**src/hw/rtl/pfla_pkg.sv**
```systemverilog
// Package: types, codes and field widths of the pool allocator
`timescale 1ns / 1ps
`default_nettype none

package pfla_pkg;

  localparam int unsigned POOL_SIZE_DEFAULT = 256;

  localparam int unsigned MODE_W = 2;
  localparam int unsigned IDX_W  = 8;
  localparam int unsigned STAT_W = 2;
  localparam int unsigned LEN_W  = 9;

  typedef enum logic [MODE_W-1:0] {
    MODE_ALLOC = 2'd0,
    MODE_FREE  = 2'd1,
    MODE_QUERY = 2'd2
  } mode_e;

  typedef enum logic [STAT_W-1:0] {
    STAT_OK         = 2'd0,
    STAT_EMPTY      = 2'd1,
    STAT_NOT_ACTIVE = 2'd2
  } status_e;

  typedef struct packed {
    logic [MODE_W-1:0] mode;
    logic [IDX_W-1:0]  entry_index;
  } req_t;

  typedef struct packed {
    logic [STAT_W-1:0] status;
    logic [IDX_W-1:0]  granted_index;
    logic [LEN_W-1:0]  active_length;
    logic [LEN_W-1:0]  idle_length;
  } rsp_t;

  // datapath step issued by the controller each cycle
  typedef enum logic [2:0] {
    STEP_IDLE,
    STEP_INIT,
    STEP_LOAD,
    STEP_LOOK,
    STEP_FIX_A,
    STEP_FIX_B,
    STEP_FIX_C
  } step_e;

  typedef struct packed {
    step_e step;
  } cmd_t;

  typedef struct packed {
    logic init_last;
    logic go;
  } stat_t;

endpackage

`default_nettype wire

```
**src/hw/rtl/pfla_ctrl.sv**
```systemverilog
// Controller: sequences init sweep, link read and link update steps
`timescale 1ns / 1ps
`default_nettype none

module pfla_ctrl (
  input  logic            clk_i,
  input  logic            rst_ni,
  input  logic            start_i,
  input  pfla_pkg::stat_t stat_i,
  output pfla_pkg::cmd_t  cmd_o,
  output logic            busy_o,
  output logic            done_o
);
  import pfla_pkg::*;

  typedef enum logic [2:0] {
    ST_INIT,
    ST_IDLE,
    ST_LOOK,
    ST_FIX_A,
    ST_FIX_B,
    ST_FIX_C,
    ST_DONE
  } state_e;

  state_e state_q, state_d;
  logic   done_q, done_d;
  step_e  step;

  always_comb begin
    state_d = state_q;
    done_d  = 1'b0;
    step    = STEP_IDLE;
    unique case (state_q)
      ST_INIT: begin
        step = STEP_INIT;
        if (stat_i.init_last) state_d = ST_IDLE;
      end
      ST_IDLE, ST_DONE: begin
        if (start_i) begin
          step    = STEP_LOAD;
          state_d = ST_LOOK;
        end else begin
          state_d = ST_IDLE;
        end
      end
      ST_LOOK: begin
        step = STEP_LOOK;
        if (stat_i.go) begin
          state_d = ST_FIX_A;
        end else begin
          state_d = ST_DONE;
          done_d  = 1'b1;
        end
      end
      ST_FIX_A: begin
        step    = STEP_FIX_A;
        state_d = ST_FIX_B;
      end
      ST_FIX_B: begin
        step    = STEP_FIX_B;
        state_d = ST_FIX_C;
      end
      ST_FIX_C: begin
        step    = STEP_FIX_C;
        state_d = ST_DONE;
        done_d  = 1'b1;
      end
      default: state_d = ST_IDLE;
    endcase
  end

  always_ff @(posedge clk_i or negedge rst_ni) begin
    if (!rst_ni) begin
      state_q <= ST_INIT;
      done_q  <= 1'b0;
    end else begin
      state_q <= state_d;
      done_q  <= done_d;
    end
  end

  assign cmd_o.step = step;
  assign busy_o     = !((state_q == ST_IDLE) || (state_q == ST_DONE));
  assign done_o     = done_q;

endmodule

`default_nettype wire

```
**config.mk**
```make
export PLATFORM = sky130hd
export DESIGN_NAME = pfla_ctrl
export DESIGN_NICKNAME = d
export VERILOG_FILES = /design/src/hw/rtl/pfla_pkg.sv /design/src/hw/rtl/pfla_ctrl.sv
export SDC_FILE = /design/constraint.sdc
export NUM_CORES = 1
export LEC_CHECK = 0
export BUFFER_PORTS_ARGS = -buffer_cell sky130_fd_sc_hd__buf_2
export CAP_MARGIN = 20
export CELL_PAD_IN_SITES_DETAIL_PLACEMENT = 0
export CELL_PAD_IN_SITES_GLOBAL_PLACEMENT = 1
export CORE_AREA = 3 3 40 42
export CTS_CLUSTER_SIZE = 12
export DETAILED_ROUTE_END_ITERATION = 8
export DIE_AREA = 0 0 43 45
export MAX_ROUTING_LAYER = met4
export PLACE_DENSITY_LB_ADDON = 0.1
export SYNTH_ARGS = -nofsm -noshare
export SYNTH_HDL_FRONTEND = slang
export SYNTH_SLANG_ARGS = --single-unit
```
**constraint.sdc**
```tcl
create_clock -name clk_i -period 2.8 [get_ports clk_i]
set_clock_uncertainty 0.2 [all_clocks]
set_input_delay 0 -clock clk_i [delete_from_list [all_inputs] [get_ports clk_i]]
set_output_delay 0 -clock clk_i [all_outputs]
set_load 0.02 [all_outputs]
```
==> results of run 1 <==
-- critical path, stage by stage, from the launching register on --
cell and delay (ps):
dfrtp_1 470, o311ai_1 300, dlygate4sd3_1 580, o21ai_1 50, dlygate4sd3_1 550
-- path summary, 6_finish.rpt --
check                            from         end  slack (ps)  cells after the start
setup / recovery           state_q[0]  state_q[0]         520                      4
hold / removal              stat_i[0]      done_o         320                      3
setup reg to reg           state_q[0]  state_q[0]         520                      4
hold reg to reg            state_q[2]      done_o         490                      2
max in group asynchronous      rst_ni  state_q[2]        1790                      3
min in group asynchronous      rst_ni  state_q[1]         450                      3
-- registers in the layout, indices dropped and copies added, names as in the netlist --
signal / count
state_q: 3
done_o: 1
-- stage by stage --
stage	setup WS, ps	util	power (µW)	cells	cell area, µm²
after floorplan	1550	-	307	29	244
final	522	0.299	464	61	384
after detailed placement	1540	0.227	362	51	292
after global placement	1530	0.227	367	51	292
after global routing	411	0.299	509	61	384
after CTS	503	0.299	472	61	384
-- area by class of cell --
class                      count  area [µm²]  share of cell area
multi-input combinational     21         120               0.313
timing repair buffer          16         115               0.300
clock buffer                   3        22.5              0.0586
inverter                       2        7.51              0.0195
sequential                     4         100               0.261
tap                           15        18.8              0.0489
-- placed cells by master, fill, tap and decap left out --
master and n:
nor2b_1 2, nand2b_1 3, inv_2 1, nand2_1 1, o21ai_1 2, nand3_1 1, o311ai_1 1, dfrtp_1 4
nand3b_1 1, a21oi_1 2, o32ai_1 1, clkbuf_4 3, o21ai_0 3, dlygate4sd3_1 7, o22ai_1 2, buf_2 9
nor2_1 2, inv_1 1
-- routing by layer --
metal / GRT usage / vias up / share of wire
met2: 0.0958 / 9 / 0.44
li1: - / 138 / -
met4: 0.0904 / 0 / 0.027
met3: 0 / 2 / 0.075
met1: 0.0880 / 103 / 0.45
met5: - / - / 0
-- logic make-up after synthesis --
| logic type | Yosys count | share of synthesized area |
|---|---|---|
| AO/OA/AOI/OAI | 11 | 0.267 |
| AND/OR/NAND/NOR | 10 | 0.226 |
| flip-flops | 4 | 0.410 |
| buffers and inverters | 4 | 0.0974 |
-- where the power goes --
part	switching (µW)	internal [µW]	total [µW]
logic	139	117	256
clock network	22.2	47.8	70.1
registers	51.6	86.6	138
total	213	251	464
-- Yosys cell counts, types with 2 or more instances --
| library cell | n |
|---|---|
| nor2b_1 | 2 |
| o22ai_1 | 2 |
| dfrtp_1 | 4 |
| nand2b_1 | 3 |
| a21oi_1 | 2 |
| o21ai_1 | 2 |
| o21ai_0 | 3 |
| nor2_1 | 2 |
-- repair_timing --
| item | 4_1_cts | 5_1_grt |
|---|---|---|
| hold endpoints to repair | 8 | 0 |
| setup endpoints to repair | 0 | 0 |
| setup buffers | 0 | 0 |
| hold buffers | 7 | 0 |
==> flow_metrics.tcl, run 1 <==
set metrics [dict create \
    vias 252 \
    grt_max_degree 12 \
    worst_pin_slew_ps 302 \
    grt_pass1_vias 231 \
    finalSetupTns_ps 0 \
    cap_violations 0 \
    initial_utilization 0.190 \
    drc_errors 0 \
    start_kind "flip-flop" \
    antenna_found_initial 0 \
    area_growth_pct 57.4 \
    syn_area_per_cell_um2 8.41 \
    avgRoutedWirePerCell_um 9.21 \
    path_class "reg2reg" \
    synthFlopType "dfrtp_1" \
    synth_cell_types 17 \
    max_freq_mhz 439 \
    synth_seq_area_share 0.410 \
    numCtsBuffers 3 \
    drive_gt1_frac 0.283 \
    p_leak_uw 0.000173 \
    ys_seq_elements 4 \
    syn_area_um2 244 \
    clock-sinks 4 \
    cts_resized 0 \
    drt_iter0_markers 0 \
    report.final.setup_viol 0 \
    grt_setup_unrepaired "no" \
    routabilityCongestion 0.723 \
    cts-root-buf "clkbuf_4" \
    whs_ps 324 \
    relSlewSlack 0.798 \
    powerDensity_nw_per_um2 1210 \
    grt.overflow.total 0 \
    finalCritPeriodShare 0.814 \
    floorplan.core_area_um2 1280 \
    die-area_um2 1940 \
    end_kind "flip-flop" \
    async_flop_share 1.00 \
    required_ps 2710 \
    die_h_um 45 \
    hold_path.class "in2reg" \
    die_w_um 43 \
    yosysTopAreaCellShare 0.410 \
    cts.clk_slew.worst_paths_ps 40 \
    fin_crit_ps 2280 \
    outcome "complete, no violations" \
    fp-row-count 13 \
    io_pins 10 \
    syn_inst 29 \
    synth-edff-count 0 \
    hold_violations 0 \
    peakVddDrop_mv 0.346 \
    grt_usage 0.0716 \
    synth_nets 34 \
    fin_nets 53 \
    io_buffers 9 \
    antenna_cells 0 \
    grt_first_pass_wirelength_um 945 \
    synth_area_leaders "dfrtp_1 (41%), nand2b_1 (7.7%), o21ai_0 (6.2%)" \
    finalWirelength_um 562 \
    cp_max_fo 11 \
    insertion_delay_ps 230 \
    yosysTopAreaCell "dfrtp_1" \
    cts_htree_levels 1 \
    yosys_warnings 0 \
    viasPerCell 4.13 \
    crit_arrival_ps 2190 \
    fill_cells 157 \
    clock_path_buffers 2 \
    cts_tree "done" \
    finalMaxSlewViolations 0 \
    ant_nets 0 \
    drt-pass1-iter-count 1 \
]
(Power assumes the default switching activity.)
==> run 2, diff against run 1 <==
ABC_AREA = 1   (was unset)
clock period = 2.2 ns   (was 2.8 ns; I/O delays follow)
==> run 2 against run 1 <==
Effect of this change: register-to-register slack got worse by 60 ps; worst setup slack worse by 63 ps; critical path type unchanged; routed wire length is 6.8% higher; total power rose by 40%; combinational power up 55%.
==> flow_metrics.tcl, run 2 <==
set metrics [dict create \
    outcome "complete, no violations" \
    syn_inst 34 \
    cts_resized 0 \
    yosysMostFrequentCell "nand2_1" \
    ant_nets 0 \
    fin_nets 59 \
    dpl.cell_count 58 \
    worst-r2r-setup-slack_ps 460 \
    die_w_um 43 \
    power_frac_comb 0.611 \
    finalMaxSlewViolations 0 \
    drt_iter0_markers 3 \
    synth_seq_area_share 0.390 \
    antenna_cells 0 \
    synthFlopType "dfrtp_1" \
    routabilityCongestion 0.649 \
    r2r-end "state_q[0]" \
    post_cts_buffers 0 \
    powerDensity_nw_per_um2 1610 \
    grt.overflow.total 0 \
    die-area_um2 1940 \
    clock-sinks 4 \
    ys_top_cells_by_count "nand2_1 (7), nand3_1 (6), dfrtp_1 (4), inv_1 (4), inv_2 (3)" \
    viasPerCell 4.01 \
    dp_hpwl_um 478 \
    synth-edff-count 0 \
    io_pins 10 \
    area_growth_pct 57.1 \
    path_delay_family "buffers and inverters" \
    path_buf_inv 1 \
    fin_cells 67 \
    mostFrequentLayoutCells "buf_2 (9), nand2_1 (7), nand3_1 (6), dlygate4sd3_1 (6)" \
    yosys_warnings 0 \
    numCtsBuffers 3 \
    required_ps 2160 \
    grt_setup_unrepaired "no" \
    grt_pass1_vias 266 \
    crit_arrival_ps 1710 \
    fill_cells 142 \
    layout.cells.most_common "buf_2" \
    cp_slowest_stage_delay_ps 550 \
    insertion_delay_ps 230 \
    end_kind "flip-flop" \
    yosysTopAreaCellShare 0.390 \
    cts-root-buf "clkbuf_4" \
    relSlewSlack 0.837 \
    slowest_stage "dlygate4sd3_1" \
    avgRoutedWirePerCell_um 8.96 \
    die_h_um 45 \
    antenna_found_initial 0 \
    ys_seq_elements 4 \
    hold_violations 0 \
    path_cells "o21ai_1, nand3_2, a21oi_2, dlygate4sd3_1" \
    largest_register_ffs 3 \
    syn_area_per_cell_um2 7.54 \
    drc_errors 0 \
    final_util 0.314 \
    setup_slack_ps 459 \
    report.final.setup_viol 0 \
    p_leak_uw 0.000219 \
    cts_tree "done" \
    cap_violations 0 \
    cts.clk_slew.worst_paths_ps 40 \
    fp-row-count 13 \
    timing.critical_path.to "state_q[0]" \
    intPower_uw 327 \
    drt-pass1-iter-count 2 \
    r2r-start "state_q[1]" \
    clock_path_buffers 2 \
    vias 269 \
    path_class "reg2reg" \
    drive_gt1_frac 0.385 \
    p_clk_frac 0.136 \
    hold_path.class "in2reg" \
    finalSetupTns_ps 0 \
    io_buffers 9 \
    cts_hold_buf 6 \
    cp_max_fo 7 \
    grt_usage 0.0723 \
    p_sw_uw 320 \
    peakVddDrop_mv 0.757 \
    floorplan.core_area_um2 1280 \
    finalWirelength_um 600 \
    worst_pin_slew_ps 243 \
    whs_ps 412 \
    initial_utilization 0.200 \
    crit_cells 4 \
    place_ws_ps 861 \
    crit_path_start "state_q[1]" \
    swShare 0.494 \
    cts_htree_levels 1 \
    synth_area_leaders "dfrtp_1 (39%), nand3_1 (12%), nand2_1 (10%)" \
    max_freq_mhz 574 \
    grt_first_pass_wirelength_um 1010 \
    finalCritPeriodShare 0.792 \
    synth_cell_types 13 \
    synth_nets 39 \
    yosysTopAreaCell "dfrtp_1" \
    fin_crit_ps 1740 \
    start_kind "flip-flop" \
    async_flop_share 1.00 \
    pwr-share-seq 0.253 \
    grt_max_degree 8 \
    syn_area_um2 256 \
    reg2regPathDepth 4 \
    regMostFlops "state_q" \
]
## run 2: power groups by stage
stage / combinational (µW) / sequential [µW] / clock [µW]
2_1_floorplan: 260 / 167 / 0
3_3_place_gp: 370 / 165 / 0
3_5_place_dp: 374 / 164 / 0
4_1_cts: 406 / 163 / 93.1
5_1_grt: 441 / 170 / 101
6_report: 396 / 164 / 88.2
## run 2: cell type report
class | instances | area (µm²) | share of cell area
Inverter | 7 | 26.3 | 0.0652
Timing Repair Buffer | 15 | 105 | 0.261
Clock buffer | 3 | 22.5 | 0.0559
Sequential cell | 4 | 100 | 0.248
Tap cell | 15 | 18.8 | 0.0466
Multi-Input combinational cell | 23 | 130 | 0.323
## run 2: through the flow
| step | area, µm² | total power [µW] |
|---|---|---|
| after detailed placement | 320 | 537 |
| after CTS | 403 | 663 |
| after global routing | 403 | 713 |
| final | 403 | 648 |
| after global placement | 320 | 535 |
| after floorplan | 256 | 427 |
## run 2: worst min path at each step
stage	start	endpoint	slack (ps)	cells after the start
floorplan	rst_ni	done_o	-500	0
finish	stat_i[0]	done_o	410	5
CTS	stat_i[0]	done_o	410	5
global route	stat_i[0]	done_o	450	5
global placement	rst_ni	done_o	-390	1
detailed placement	rst_ni	done_o	-390	1
## run 2: logic make-up (layout without fill, tap and decap cells)
kind of cell	after synthesis	in the layout	share of synthesized area
simple gates	21	21	0.454
buf+inv	7	25	0.102
flops	4	4	0.390
compound gates	2	2	0.0536
## run 2: worst min-delay path, stage by stage
cell           delay, ps
dlygate4sd3_1        520
buf_2                 90
inv_1                 40
nand2_1               80
nand2_1               60
## run 2: per-layer routing
layer | vias up | GRT usage | routed length (µm)
met5 | - | - | 0
met4 | 0 | 0.0542 | 0
met3 | 0 | 0.0159 | 33
met2 | 6 | 0.117 | 283
met1 | 120 | 0.0779 | 283
li1 | 143 | - | -
